**src/hdl/arq_pkg.sv**
```systemverilog
// Shared types and codes for the acknowledged retransmit queue.
`timescale 1ns / 1ps
package arq_pkg;

  // Operation codes of an input item
  localparam logic [1:0] FUNC_SEND = 2'd0;
  localparam logic [1:0] FUNC_ACK  = 2'd1;
  localparam logic [1:0] FUNC_TICK = 2'd2;

  // Result kinds
  localparam logic [2:0] KIND_SENT       = 3'd0;
  localparam logic [2:0] KIND_SEND_FAIL  = 3'd1;
  localparam logic [2:0] KIND_QUEUE_FULL = 3'd2;
  localparam logic [2:0] KIND_ACKED      = 3'd3;
  localparam logic [2:0] KIND_ACK_NOMATCH = 3'd4;
  localparam logic [2:0] KIND_RETRANSMIT = 3'd5;
  localparam logic [2:0] KIND_GAVE_UP    = 3'd6;
  localparam logic [2:0] KIND_TICK_DONE  = 3'd7;

  // Configuration register indexes
  localparam logic REG_TIMEOUT = 1'b0;
  localparam logic REG_RETRIES = 1'b1;

  localparam logic [15:0] TIMEOUT_RESET = 16'd100;
  localparam logic [3:0]  RETRIES_RESET = 4'd3;

  typedef struct packed {
    logic [15:0] seq;
    logic [31:0] event_word;
    logic [31:0] sent_at;
    logic [3:0]  retries;
  } entry_t;

  typedef struct packed {
    logic [2:0]  kind;
    logic [15:0] seq_out;
    logic [31:0] event_out;
    logic [3:0]  attempt;
    logic [31:0] rtt_ms;
    logic        last;
  } result_t;

endpackage

```
**src/hdl/ack_retransmit_queue_unit.sv**
```systemverilog
// Top level of the acknowledged retransmit queue: sequencer, config and result register.
`timescale 1ns / 1ps
//
//  channel   | ports                                         | transfer
//  ----------+-----------------------------------------------+---------------------------
//  command   | start, busy, func_i, event_word_i,            | start & !busy
//            | ack_seq_i, now_ms_i, link_up_i, send_ok_i     |
//  result    | result_valid_o, kind_o, seq_out_o, ...        | result_valid_o (one cycle)
//  config    | cfg_we_i, cfg_idx_i, cfg_data_i               | cfg_we_i
//
//  Steps: send uses the send state alone; ack reads the head entry, retires stale
//  entries in turn, then acks or reports no match; tick reads the head and checks each
//  queued entry in turn. Steps run one at a time because the entry memory has a single
//  read port and one shared subtractor serves the ack distance, round-trip time and
//  elapsed-time checks. Results leave through a register in the cycle after the step
//  that forms them; a tick gives one result per expired entry, then its tick-done
//  result. Reset clears the sequencer, head, count, next sequence and config; the
//  entry memory is not cleared, only entries inside the queue are ever read. func 3
//  is dropped. The receiver cannot stall: results are shown for exactly one cycle.
//
module ack_retransmit_queue_unit
  import arq_pkg::*;
#(
  parameter int QUEUE_DEPTH = 16
) (
  input  logic        clk_i,
  input  logic        rst_ni,
  // command
  input  logic        start,
  output logic        busy,
  input  logic [1:0]  func_i,
  input  logic [31:0] event_word_i,
  input  logic [15:0] ack_seq_i,
  input  logic [31:0] now_ms_i,
  input  logic        link_up_i,
  input  logic        send_ok_i,
  // config
  input  logic        cfg_we_i,
  input  logic        cfg_idx_i,
  input  logic [15:0] cfg_data_i,
  // result
  output logic        result_valid_o,
  output logic [2:0]  kind_o,
  output logic [15:0] seq_out_o,
  output logic [31:0] event_out_o,
  output logic [3:0]  attempt_o,
  output logic [31:0] rtt_ms_o,
  output logic [$clog2(QUEUE_DEPTH+1)-1:0] pending_count_o,
  output logic        last_o
);

  localparam int PTR_W = (QUEUE_DEPTH > 1) ? $clog2(QUEUE_DEPTH) : 1;
  localparam int CNT_W = $clog2(QUEUE_DEPTH + 1);
  localparam int SUM_W = CNT_W + 1;

  // sequencer state codes
  localparam logic [3:0] ST_IDLE    = 4'd0;
  localparam logic [3:0] ST_SEND    = 4'd1;
  localparam logic [3:0] ST_ACK_RD  = 4'd2;
  localparam logic [3:0] ST_ACK_EV  = 4'd3;
  localparam logic [3:0] ST_ACK_RTT = 4'd4;
  localparam logic [3:0] ST_ACK_NOM = 4'd5;
  localparam logic [3:0] ST_TICK_RD = 4'd6;
  localparam logic [3:0] ST_TICK_EV = 4'd7;
  localparam logic [3:0] ST_TICK_END = 4'd8;

  logic [3:0]       state_q, state_d;
  logic [PTR_W-1:0] head_q, head_d;
  logic [CNT_W-1:0] cnt_q, cnt_d;
  logic [15:0]      nseq_q, nseq_d;
  logic [15:0]      tmo_q;
  logic [3:0]       maxr_q;
  logic [CNT_W-1:0] idx_q, idx_d;    // entry under inspection in a tick
  logic [CNT_W-1:0] wr_q, wr_d;      // compaction write position in a tick
  logic             vld_q, vld_d;
  result_t          res_q, res_d;
  logic [CNT_W-1:0] pend_q, pend_d;

  // latched command
  logic [31:0] ev_q;
  logic [15:0] ack_q;
  logic [31:0] now_q;
  logic        link_q;
  logic        ok_q;

  // memory port
  logic             rd_en;
  logic [PTR_W-1:0] rd_addr;
  entry_t           rd_data;
  logic             wr_en;
  logic [PTR_W-1:0] wr_addr;
  entry_t           wr_data;

  // shared unit
  logic [31:0] sub_a, sub_b, sub_lim, sub_diff;
  logic        sub_ge;

  logic accept;
  assign accept = start & ~busy;
  assign busy   = (state_q != ST_IDLE);

  // circular index: head + k, known to stay below twice the depth
  function automatic logic [PTR_W-1:0] slot(input logic [PTR_W-1:0] head,
                                            input logic [CNT_W-1:0] k);
    logic [SUM_W-1:0] sum;
    sum = SUM_W'(head) + SUM_W'(k);
    if (sum >= SUM_W'(QUEUE_DEPTH)) begin
      sum = sum - SUM_W'(QUEUE_DEPTH);
    end
    return sum[PTR_W-1:0];
  endfunction

  arq_store #(
    .DEPTH (QUEUE_DEPTH),
    .PTR_W (PTR_W)
  ) u_store (
    .clk_i     (clk_i),
    .rd_en_i   (rd_en),
    .rd_addr_i (rd_addr),
    .rd_data_o (rd_data),
    .wr_en_i   (wr_en),
    .wr_addr_i (wr_addr),
    .wr_data_i (wr_data)
  );

  arq_sub u_sub (
    .a_i     (sub_a),
    .b_i     (sub_b),
    .limit_i (sub_lim),
    .diff_o  (sub_diff),
    .ge_o    (sub_ge)
  );

  logic [15:0]      ack_dist;
  logic [CNT_W-1:0] pend_rt;
  logic [3:0]       att_inc;
  entry_t           new_entry;
  entry_t           kept_entry;

  assign ack_dist = sub_diff[15:0];
  // entries left mid-walk: count minus entries dropped so far
  assign pend_rt  = cnt_q - idx_q + wr_q;
  assign att_inc  = rd_data.retries + 4'd1;

  always_comb begin
    new_entry.seq        = nseq_q;
    new_entry.event_word = ev_q;
    new_entry.sent_at    = now_q;
    new_entry.retries    = 4'd0;
    kept_entry.seq        = rd_data.seq;
    kept_entry.event_word = rd_data.event_word;
    kept_entry.sent_at    = sub_ge ? now_q : rd_data.sent_at;
    kept_entry.retries    = sub_ge ? att_inc : rd_data.retries;
  end

  always_comb begin
    state_d = state_q;
    head_d  = head_q;
    cnt_d   = cnt_q;
    nseq_d  = nseq_q;
    idx_d   = idx_q;
    wr_d    = wr_q;
    vld_d   = 1'b0;
    res_d   = res_q;
    pend_d  = pend_q;
    rd_en   = 1'b0;
    rd_addr = head_q;
    wr_en   = 1'b0;
    wr_addr = slot(head_q, wr_q);
    wr_data = kept_entry;
    sub_a   = now_q;
    sub_b   = rd_data.sent_at;
    sub_lim = {16'd0, tmo_q};

    case (state_q)
      ST_IDLE: begin
        if (accept) begin
          case (func_i)
            FUNC_SEND: state_d = ST_SEND;
            FUNC_ACK:  state_d = ST_ACK_RD;
            FUNC_TICK: state_d = ST_TICK_RD;
            default:   state_d = ST_IDLE;
          endcase
        end
      end

      ST_SEND: begin
        vld_d         = 1'b1;
        res_d         = '0;
        res_d.last    = 1'b1;
        pend_d        = cnt_q;
        state_d       = ST_IDLE;
        if (!link_q) begin
          res_d.kind = KIND_SEND_FAIL;
        end else if (cnt_q >= CNT_W'(QUEUE_DEPTH)) begin
          res_d.kind = KIND_QUEUE_FULL;
        end else begin
          nseq_d        = nseq_q + 16'd1;
          res_d.seq_out = nseq_q;
          if (!ok_q) begin
            res_d.kind = KIND_SEND_FAIL;
          end else begin
            wr_en      = 1'b1;
            wr_addr    = slot(head_q, cnt_q);
            wr_data    = new_entry;
            cnt_d      = cnt_q + CNT_W'(1);
            pend_d     = cnt_q + CNT_W'(1);
            res_d.kind = KIND_SENT;
          end
        end
      end

      ST_ACK_RD: begin
        if (cnt_q == '0) begin
          state_d = ST_ACK_NOM;
        end else begin
          rd_en   = 1'b1;
          rd_addr = head_q;
          state_d = ST_ACK_EV;
        end
      end

      ST_ACK_EV: begin
        sub_a = {16'd0, ack_q};
        sub_b = {16'd0, rd_data.seq};
        if (ack_dist == 16'd0) begin
          state_d = ST_ACK_RTT;
        end else if (!ack_dist[15]) begin
          // stale head: retire silently and look at the next one
          head_d = slot(head_q, CNT_W'(1));
          cnt_d  = cnt_q - CNT_W'(1);
          if (cnt_q > CNT_W'(1)) begin
            rd_en   = 1'b1;
            rd_addr = slot(head_q, CNT_W'(1));
          end else begin
            state_d = ST_ACK_NOM;
          end
        end else begin
          state_d = ST_ACK_NOM;
        end
      end

      ST_ACK_RTT: begin
        head_d        = slot(head_q, CNT_W'(1));
        cnt_d         = cnt_q - CNT_W'(1);
        vld_d         = 1'b1;
        res_d         = '0;
        res_d.kind    = KIND_ACKED;
        res_d.seq_out = ack_q;
        res_d.rtt_ms  = sub_diff;
        res_d.last    = 1'b1;
        pend_d        = cnt_q - CNT_W'(1);
        state_d       = ST_IDLE;
      end

      ST_ACK_NOM: begin
        vld_d         = 1'b1;
        res_d         = '0;
        res_d.kind    = KIND_ACK_NOMATCH;
        res_d.seq_out = ack_q;
        res_d.last    = 1'b1;
        pend_d        = cnt_q;
        state_d       = ST_IDLE;
      end

      ST_TICK_RD: begin
        idx_d = '0;
        wr_d  = '0;
        if (cnt_q == '0) begin
          state_d = ST_TICK_END;
        end else begin
          rd_en   = 1'b1;
          rd_addr = head_q;
          state_d = ST_TICK_EV;
        end
      end

      ST_TICK_EV: begin
        // sub_ge: elapsed time reached the timeout
        if (sub_ge && (rd_data.retries >= maxr_q)) begin
          vld_d           = 1'b1;
          res_d           = '0;
          res_d.kind      = KIND_GAVE_UP;
          res_d.seq_out   = rd_data.seq;
          res_d.event_out = rd_data.event_word;
          res_d.attempt   = rd_data.retries;
          pend_d          = pend_rt - CNT_W'(1);
        end else begin
          wr_en = 1'b1;
          wr_d  = wr_q + CNT_W'(1);
          if (sub_ge) begin
            vld_d           = 1'b1;
            res_d           = '0;
            res_d.kind      = KIND_RETRANSMIT;
            res_d.seq_out   = rd_data.seq;
            res_d.event_out = rd_data.event_word;
            res_d.attempt   = att_inc;
            pend_d          = pend_rt;
          end
        end
        if ((idx_q + CNT_W'(1)) < cnt_q) begin
          rd_en   = 1'b1;
          rd_addr = slot(head_q, idx_q + CNT_W'(1));
          idx_d   = idx_q + CNT_W'(1);
        end else begin
          state_d = ST_TICK_END;
        end
      end

      ST_TICK_END: begin
        cnt_d      = wr_q;
        vld_d      = 1'b1;
        res_d      = '0;
        res_d.kind = KIND_TICK_DONE;
        res_d.last = 1'b1;
        pend_d     = wr_q;
        state_d    = ST_IDLE;
      end

      default: begin
        state_d = ST_IDLE;
      end
    endcase
  end

  always_ff @(posedge clk_i or negedge rst_ni) begin
    if (!rst_ni) begin
      state_q <= ST_IDLE;
      head_q  <= '0;
      cnt_q   <= '0;
      nseq_q  <= '0;
      idx_q   <= '0;
      wr_q    <= '0;
      vld_q   <= 1'b0;
      tmo_q   <= TIMEOUT_RESET;
      maxr_q  <= RETRIES_RESET;
    end else begin
      state_q <= state_d;
      head_q  <= head_d;
      cnt_q   <= cnt_d;
      nseq_q  <= nseq_d;
      idx_q   <= idx_d;
      wr_q    <= wr_d;
      vld_q   <= vld_d;
      if (cfg_we_i) begin
        case (cfg_idx_i)
          REG_TIMEOUT: tmo_q  <= cfg_data_i;
          REG_RETRIES: maxr_q <= cfg_data_i[3:0];
          default:     tmo_q  <= tmo_q;
        endcase
      end
    end
  end

  // payload registers, no reset
  always_ff @(posedge clk_i) begin
    res_q  <= res_d;
    pend_q <= pend_d;
    if (accept) begin
      ev_q   <= event_word_i;
      ack_q  <= ack_seq_i;
      now_q  <= now_ms_i;
      link_q <= link_up_i;
      ok_q   <= send_ok_i;
    end
  end

  assign result_valid_o  = vld_q;
  assign kind_o          = res_q.kind;
  assign seq_out_o       = res_q.seq_out;
  assign event_out_o     = res_q.event_out;
  assign attempt_o       = res_q.attempt;
  assign rtt_ms_o        = res_q.rtt_ms;
  assign pending_count_o = pend_q;
  assign last_o          = res_q.last;

  // queue never holds more than its depth
  a_cnt_bound: assert property (@(posedge clk_i) disable iff (!rst_ni)
    cnt_q <= CNT_W'(QUEUE_DEPTH))
    else $error("entry count above queue depth");

  // compaction write position never passes the read position
  a_compact: assert property (@(posedge clk_i) disable iff (!rst_ni)
    (state_q == ST_TICK_EV) |-> (wr_q <= idx_q))
    else $error("tick write position ahead of read position");

  // ack handling never writes the entry memory
  a_ack_nowrite: assert property (@(posedge clk_i) disable iff (!rst_ni)
    (state_q == ST_ACK_EV || state_q == ST_ACK_RTT || state_q == ST_ACK_NOM) |-> !wr_en)
    else $error("memory write during ack");

  // a tick-done result is always the final result of its item
  a_tick_last: assert property (@(posedge clk_i) disable iff (!rst_ni)
    (result_valid_o && kind_o == KIND_TICK_DONE) |-> last_o)
    else $error("tick done without last");

  // the last result of an item leaves the sequencer idle
  a_last_idle: assert property (@(posedge clk_i) disable iff (!rst_ni)
    (vld_d && res_d.last) |=> (state_q == ST_IDLE))
    else $error("final result while sequencer still busy");

endmodule

```
**src/hdl/arq_sub.sv**
```systemverilog
// Shared 32-bit subtract and compare unit used by the ack and tick steps of the sequencer.
`timescale 1ns / 1ps
module arq_sub
  import arq_pkg::*;
(
  input  logic [31:0] a_i,
  input  logic [31:0] b_i,
  input  logic [31:0] limit_i,
  output logic [31:0] diff_o,
  output logic        ge_o
);

  assign diff_o = a_i - b_i;
  assign ge_o   = (diff_o >= limit_i);

endmodule

```
**src/hdl/arq_store.sv**
```systemverilog
// Entry memory of the queue: one write port, one registered read port.
`timescale 1ns / 1ps
module arq_store
  import arq_pkg::*;
#(
  parameter int DEPTH = 16,
  parameter int PTR_W = 4
) (
  input  logic             clk_i,
  input  logic             rd_en_i,
  input  logic [PTR_W-1:0] rd_addr_i,
  output entry_t           rd_data_o,
  input  logic             wr_en_i,
  input  logic [PTR_W-1:0] wr_addr_i,
  input  entry_t           wr_data_i
);

  entry_t mem_q [DEPTH];
  entry_t rd_q;

  always_ff @(posedge clk_i) begin
    if (wr_en_i) begin
      mem_q[wr_addr_i] <= wr_data_i;
    end
    if (rd_en_i) begin
      rd_q <= mem_q[rd_addr_i];
    end
  end

  assign rd_data_o = rd_q;

endmodule
```
**config.mk**
```make
export PLATFORM = sky130hd
export DESIGN_NAME = ack_retransmit_queue_unit
export DESIGN_NICKNAME = d
export VERILOG_FILES = /design/src/hdl/arq_pkg.sv /design/src/hdl/ack_retransmit_queue_unit.sv /design/src/hdl/arq_sub.sv /design/src/hdl/arq_store.sv
export SDC_FILE = /design/constraint.sdc
export NUM_CORES = 2
export LEC_CHECK = 0
export BUFFER_PORTS_ARGS = -buffer_cell sky130_fd_sc_hd__buf_2
export CORE_MARGIN = 5
export CORE_UTILIZATION = 62
export DETAILED_ROUTE_END_ITERATION = 10
export GPL_ROUTABILITY_DRIVEN = 0
export GPL_TIMING_DRIVEN = 0
export PLACE_DENSITY = 0.86
export SETUP_SLACK_MARGIN = 0.3
export SLEW_MARGIN = 10
export SYNTH_ARGS = -nofsm -noshare
export SYNTH_HDL_FRONTEND = slang
export SYNTH_HIERARCHICAL = 1
export SYNTH_SLANG_ARGS = --single-unit
```
**constraint.sdc**
```tcl
create_clock -name clk_i -period 15.25 [get_ports clk_i]
set_clock_uncertainty 0.15 [all_clocks]
set_input_delay 1.525 -clock clk_i [delete_from_list [all_inputs] [get_ports clk_i]]
set_output_delay 1.525 -clock clk_i [all_outputs]
set_load 0.02 [all_outputs]
```
---- Yosys cells after proc, flatten, opt, wreduce, memory -nomap -nowiden ----
Memory sizes are Yosys's and may differ from the RTL's. A register that Yosys moved wholly into a read port is not among the register bits.
Index checks and enable logic that the tools add are counted.
word-level totals
  register bits after elaboration ......... 235
  RAM bits ................................ 1344
  input bits .............................. 105
  output and inout bits ................... 95
  logic and storage cells ................. 162
  memories kept ........................... 1
operators by class
  $add $sub $neg .......................... 18
  $lt $le $gt $ge ......................... 9
  eq/ne operators ......................... 18
  muxes and demuxes ....................... 70
  bitwise operators ....................... 4
  reduce and logical (&&, ||, !) cells .... 21
memories
  name           words  width  read ports  clocked after Yosys merged registers in  write ports  RTL line         RTL
  u_store.mem_q  16     84     1           1                                        1            arq_store.sv:18  entry_t mem_q [DEPTH];
operators with widths
  kind                                                 count
  one-hot mux 88 bit (5 select lines)                  1
  2-to-1 mux 84 bit                                    4
  2-to-1 mux 88 bit                                    2
  2-to-1 mux 32 bit                                    3
  2-to-1 mux 4 bit                                     21
  2-to-1 mux 5 bit                                     9
  >= comparator 32 x 16 -> 1 bit                       1
  2-to-1 mux 16 bit                                    2
  subtractor 32 bit                                    1
  one-hot mux 5 bit (5 select lines)                   1
  one-hot mux 4 bit (5 select lines)                   1
  one-hot mux 5 bit (2 select lines)                   2
  one-hot mux 5 bit (4 select lines)                   1
  adder 4 x 5 -> 6 bit                                 3
  >= comparator 6 x 5 -> 1 bit, second input constant  3
  adder 16 x 1 -> 16 bit, second input constant        1
  == test 4 x 3 -> 1 bit, second input constant        4
  logical NOT 16 bit                                   1
  one-hot mux 4 bit (2 select lines)                   2
  subtractor 4 x 1 -> 4 bit, second input constant     4
  adder 5 x 1 -> 5 bit, second input constant          3
  2-to-1 mux 1 bit                                     14
  != test 2 bit, second input constant                 6
  AND reduction 3 bit                                  4
  other kinds (33)                                     46

---- Depth between registers and ports, before layout ----
  depth after elaboration ................. 9
  mapped depth ............................ 29
  depth with buffers taken out ............ 24

---- Modules after synthesis ----
The synthesis kept the hierarchy.
by module, submodules not included
  module                     instances  cells each  area an instance (um2)
  arq_store                  1          2154        52889.5
  ack_retransmit_queue_unit  1          1045        12216.7
  arq_sub                    1          393         2780.2

---- Worst setup path after synthesis ----
Ideal clock, no wire load.
  kind .................................... reg2reg
  start ................................... register state_q[2]
  end ..................................... register res_q, in the netlist attempt_o[0], enable pin
  setup time .............................. 0.673 ns
  arrival time ............................ 11.364 ns
  required time ........................... 14.427 ns
  setup slack ............................. 3.063 ns
  stages on the path, launching flop included .. 25
  buffers on the path ..................... 4
  period minus slack after synthesis ...... 12.187 ns
  cells stage by stage .................... dfrtp_1 -> buf_2 -> nor4bb_1 -> buf_2 -> clkbuf_1 -> mux2_2 -> inv_1 -> ha_1 -> a21o_1 -> a211o_1 -> o2111ai_2 -> a2111oi_2 -> o311ai_1 -> a21oi_1 -> o211a_1 -> ha_1 -> nand4_1 -> or3_1 -> o221a_2 -> nand2_1 -> buf_2 -> nand2_1 -> nand2_1 -> a22oi_1 -> o21ai_0
between the ends
  word-level cells in the longest chain between the ends .. 7
RTL lines
  item                                RTL line                          RTL
  start: declaration                  ack_retransmit_queue_unit.sv:67   logic [3:0] state_q, state_d;
  start signal: assignment            ack_retransmit_queue_unit.sv:338  state_q <= state_d;
  == test 4 x 2 -> 1 bit (*)          ack_retransmit_queue_unit.sv:175  case (state_q)
  2-to-1 mux 32 bit (*)               ack_retransmit_queue_unit.sv:175
  via sub_b[4]                        ack_retransmit_queue_unit.sv:95   logic [31:0] sub_a, sub_b, sub_lim, sub_diff;
  subtractor 32 bit (*)               arq_sub.sv:13                     assign diff_o = a_i - b_i;
  via sub_diff[31]                    ack_retransmit_queue_unit.sv:95
  >= comparator 32 x 16 -> 1 bit (*)  arq_sub.sv:14                     assign ge_o = (diff_o >= limit_i);
  via sub_ge                          ack_retransmit_queue_unit.sv:96   logic sub_ge;
  logical AND 1 bit                   ack_retransmit_queue_unit.sv:280  if (sub_ge && (rd_data.retries >= maxr_q)) begin
  != test 3 bit (no line) (*)         --
  AND reduction 2 bit (no line) (*)   --
  end signal: assignment              ack_retransmit_queue_unit.sv:357  res_q <= res_d;
  end: declaration                    ack_retransmit_queue_unit.sv:76   result_t res_q, res_d;
The timed path passes the listed nets; every way through them passes the cells marked *.
A chain may end at the register's enable or synchronous reset.

---- Final worst setup path ----
  start ................................... register state_q[0]
  end ..................................... memory u_store/mem_q[0][37] in the netlist's numbering, enable pin
between the ends
  word-level cells in the longest chain between the ends .. 9
RTL lines
  item                                    RTL line                          RTL
  == test 4 x 2 -> 1 bit                  ack_retransmit_queue_unit.sv:175
  2-to-1 mux 32 bit                       ack_retransmit_queue_unit.sv:175
  via sub_a[17]                           ack_retransmit_queue_unit.sv:95
  subtractor 32 bit                       arq_sub.sv:13
  via sub_diff[29]                        ack_retransmit_queue_unit.sv:95
  >= comparator 32 x 16 -> 1 bit          arq_sub.sv:14
  via sub_ge                              ack_retransmit_queue_unit.sv:96
  logical AND 1 bit                       ack_retransmit_queue_unit.sv:280
  2-to-1 mux 1 bit                        ack_retransmit_queue_unit.sv:280
  one-hot mux 1 bit (2 select lines)      ack_retransmit_queue_unit.sv:175
  via wr_en                               ack_retransmit_queue_unit.sv:90   logic wr_en;
  2-to-1 mux 1 bit                        arq_store.sv:22                   if (wr_en_i) begin
  2-to-1 mux 1 bit (not written as such)  arq_store.sv:23                   mem_q[wr_addr_i] <= wr_data_i;
  end: declaration                        arq_store.sv:18
The timed path passes the listed nets, and every way through them passes these cells.

==> impl_results.md <==
* Cell count after synthesis at 3,592
* Hold Buf Count CTS at 0
* Yosys warns at 6
* Vias in the first global route at around 41k
* Die area at 0.116 mm2
* H-tree Lvls at 4
* Fraction of layout cells with a size suffix above 1 at a little over a quarter
* Final WL at 204,000 um
* Relative slew slack at under 10%
* Peak supply drop at about 0.00016 V
* CP max FO at 10
* Hold WS at ~0.36 ns
* Worst Setup SP: state_q[0]
* Wirelength per Cell at approximately 36 um
* Antenna violations before repair at 11
* DRC viols at 0
* Power Dens Cells at roughly 250 mW/mm2
* Drt pass-1 iters at 8
* Crit end category: register
* Commonest non-fill, non-tap cell in the layout: edfxtp_1
* HPWL after DPL at 118,000 um
* Pleak at between 0.02 and 0.03 uW
* Yosys top cell by area: edfxtp_1
* Post-Synthesis Cell Area at between 0.06 and 0.07 mm2
* Area share of xor/xnor cells in the synthesized design at less than 1%
* Top cell by count, worst path: buf_2
* Commonest cells after routing, fill and taps aside: 1,603 x edfxtp_1, 336 x mux4_2, 282 x nand2_1, 255 x buf_2, 159 x clkbuf_16
* CTS sink count at between 1.5k and 2k
* Count of cell types in the netlist at 93
* Area Growth Syn to Fin at 14.2%
* FF+latch count, synth at 1,663
* Deepest clock path buffer count at 3
* Simple-Gate Fraction of Synth Area at roughly 4.2%
* Final Hold Vio Count at 0
* Synth Area in Compound Gates at about 4.8%
* Setup violations, final at 0
* Startpoint types: register
* GRT overflow at 0
* Worst R2R Start: state_q[0]
* Adder-Cell Fraction of Synth Area at under 10%
* Fillers at approximately 5.7k
* Total GRT Usage at a little over a third
* RSZ-0062 raised after global routing: false
* Worst path slowest cell: nor3_2
* Clk root buf: clkbuf_16
* CTS clk-pin slew, worst paths at 0.07 ns
* NumNets Final at approximately 4.3k
* Dominant cells by area after synthesis: edfxtp_1 71%, mux4_2 11%, dfrtp_1 2.0%
* IO Port Bufs at 199
* Status: completed
* Pins Over Slew Limit at 0
* Crit path largest cell delay at between 0.8 and 0.9 ns
* Largest net degree at the start of global routing at 61
* EDFF count, synth at 1,603
* Max-Cap Viols at 0
* Sequential fraction of the synthesis area at ~73%
* Mux cell area share after synthesis at 12.9%
* Resize count post-CTS at 0
* Vias at ~40k
* Required time of the critical path at approximately 16 ns
* Critical Path AT at roughly 10 ns
* Starting density of the core at a little over 60%
* Rows at ~120
* First-pass GRT wire length at roughly 290,000 um
* Post-CTS setup buffer count at 0
* Hold_sp: tmo_q[14]
* Utilization after layout at a little under three quarters
* TritonCTS clock tree: built
* Post-synth top area share at a little under three quarters
* Min Tclk post-route at 9.71 ns
* Antenna-violating nets left at 0
* Vias per cell at ~7
* Initial DRC Count at between 8k and 9k
* Num CTS Buffers at between 150 and 200
* I/O Pins at 200
* Avg Inst Size Synth at ~19 um2
* Hold WC Path Type: reg -> reg
* Main synth FF type: edfxtp_1
* Slew @ Worst Pin at between 1 and 1.5 ns
* Asr flop ratio synth at under 10%
* Clock latency on the worst-skew pair at slightly below 0.8 ns
* Die span in x at ~340 um
* Final worst-path cycle share at around 64%
* Fmax achieved at between 100 and 150 MHz
* Core region area at around 0.11 mm2
* Critical path type: reg -> reg
* Largest family of logic cells by synthesized area: multiplexers
* Die height at 341 um
[state kept, by name, summed over array words and instances (netlist names), 16 cells and up]
name and flops:
u_store/rd_data_o 84, seq_out_o 16, nseq_q 16, tmo_q 16, ack_q 16, u_store/mem_q 1344, rtt_ms_o 32, now_q 32
ev_q 32, event_out_o 32
[worst max-delay path, delay by kind of cell (launching register included)]
kind | cells | cell delay [ns]
DFF | 1 | 0.34
and+or+nand+nor | 9 | 2.95
AOI/OAI and AO/OA | 9 | 2.38
xor gates and xnor gates | 1 | 0.24
adders and majority gates | 2 | 0.61
buffers and inverters | 10 | 2.70
[report_power, final]
part	leakage, uW	switching (uW)	internal (uW)
registers	0.0153	379	6840
clock network	0.00233	1740	2040
logic	0.00896	5460	3010
total	0.0266	7580	11900
[synth_stat cells (all sizes together) (24+ instances only)]
| cell | n |
|---|---|
| buf | 88 |
| mux4 | 336 |
| ha | 96 |
| a21o | 40 |
| xnor2 | 51 |
| mux2 | 86 |
| o21ai | 42 |
| nor2b | 39 |
| nand2 | 283 |
| dfrtp | 55 |
| and2 | 71 |
| inv | 133 |
| clkbuf | 90 |
| nor2 | 59 |
| xor2 | 24 |
| nand3 | 27 |
| a21oi | 66 |
| edfxtp | 1603 |
| a22oi | 171 |
[cell families (layout without fill, tap and decap cells)]
kind of cell | after synthesis | after routing
adders and majority gates | 104 | 104
xor gates and xnor gates | 75 | 75
AOI/OAI and AO/OA | 425 | 425
other | 1 | 24
muxes | 432 | 432
buffers and inverters | 311 | 898
and+or+nand+nor | 581 | 581
DFF | 1663 | 1663
[path summary, 6_finish.rpt]
path | slack [ns] | endpoint | cells past startpoint
worst max-delay path | 5.54 | u_store/mem_q[0][37] | 31
worst min-delay path | 0.36 | tmo_q[14] | 1
worst max register to register | 5.54 | u_store/mem_q[0][37] | 31
worst min register to register | 0.36 | tmo_q[14] | 1
max in group asynchronous | 14.02 | tmo_q[5] | 2
min in group asynchronous | 0.59 | nseq_q[0] | 2
[metrics by stage]
stage	setup TNS (ns)	power [uW]	instance area (um2)	worst slack, ns	std cells
2_1_floorplan	0	12500	67900	3.06	3607
3_3_place_gp	-1648.97	14700	70700	-4.42	5220
3_5_place_dp	0	15100	72700	6.18	5327
4_1_cts	0	19200	77500	5.88	5608
5_1_grt	0	20000	77500	5.26	5608
6_report	0	19500	77500	5.54	5616
[final cells by class]
cell class                      instances  area (um2)  area share [%]
Tap cell                             1414        1770            2.28
Multi-Input combinational cell       1633       17000            22.0
Sequential cell                      1663       49600            64.0
Clock inverter                         87         714           0.921
Inverter                              133         499           0.644
Timing Repair Buffer                  306        2850            3.68
Buffer                                178         895            1.15
Clock buffer                          194        4110            5.30
Antenna cell                            8        20.0          0.0258
[per-layer routing]
metal	vias to the layer above	track usage [%]	share of wire [%]	wire length, um
met3	950	9.80	14	29500
met5	-	0	0.044	89
met4	12	18.9	6.8	13900
li1	15400	-	-	-
met1	19900	44.3	31	63500
met2	4263	56.2	48	97500
(Power assumes the default switching activity.)
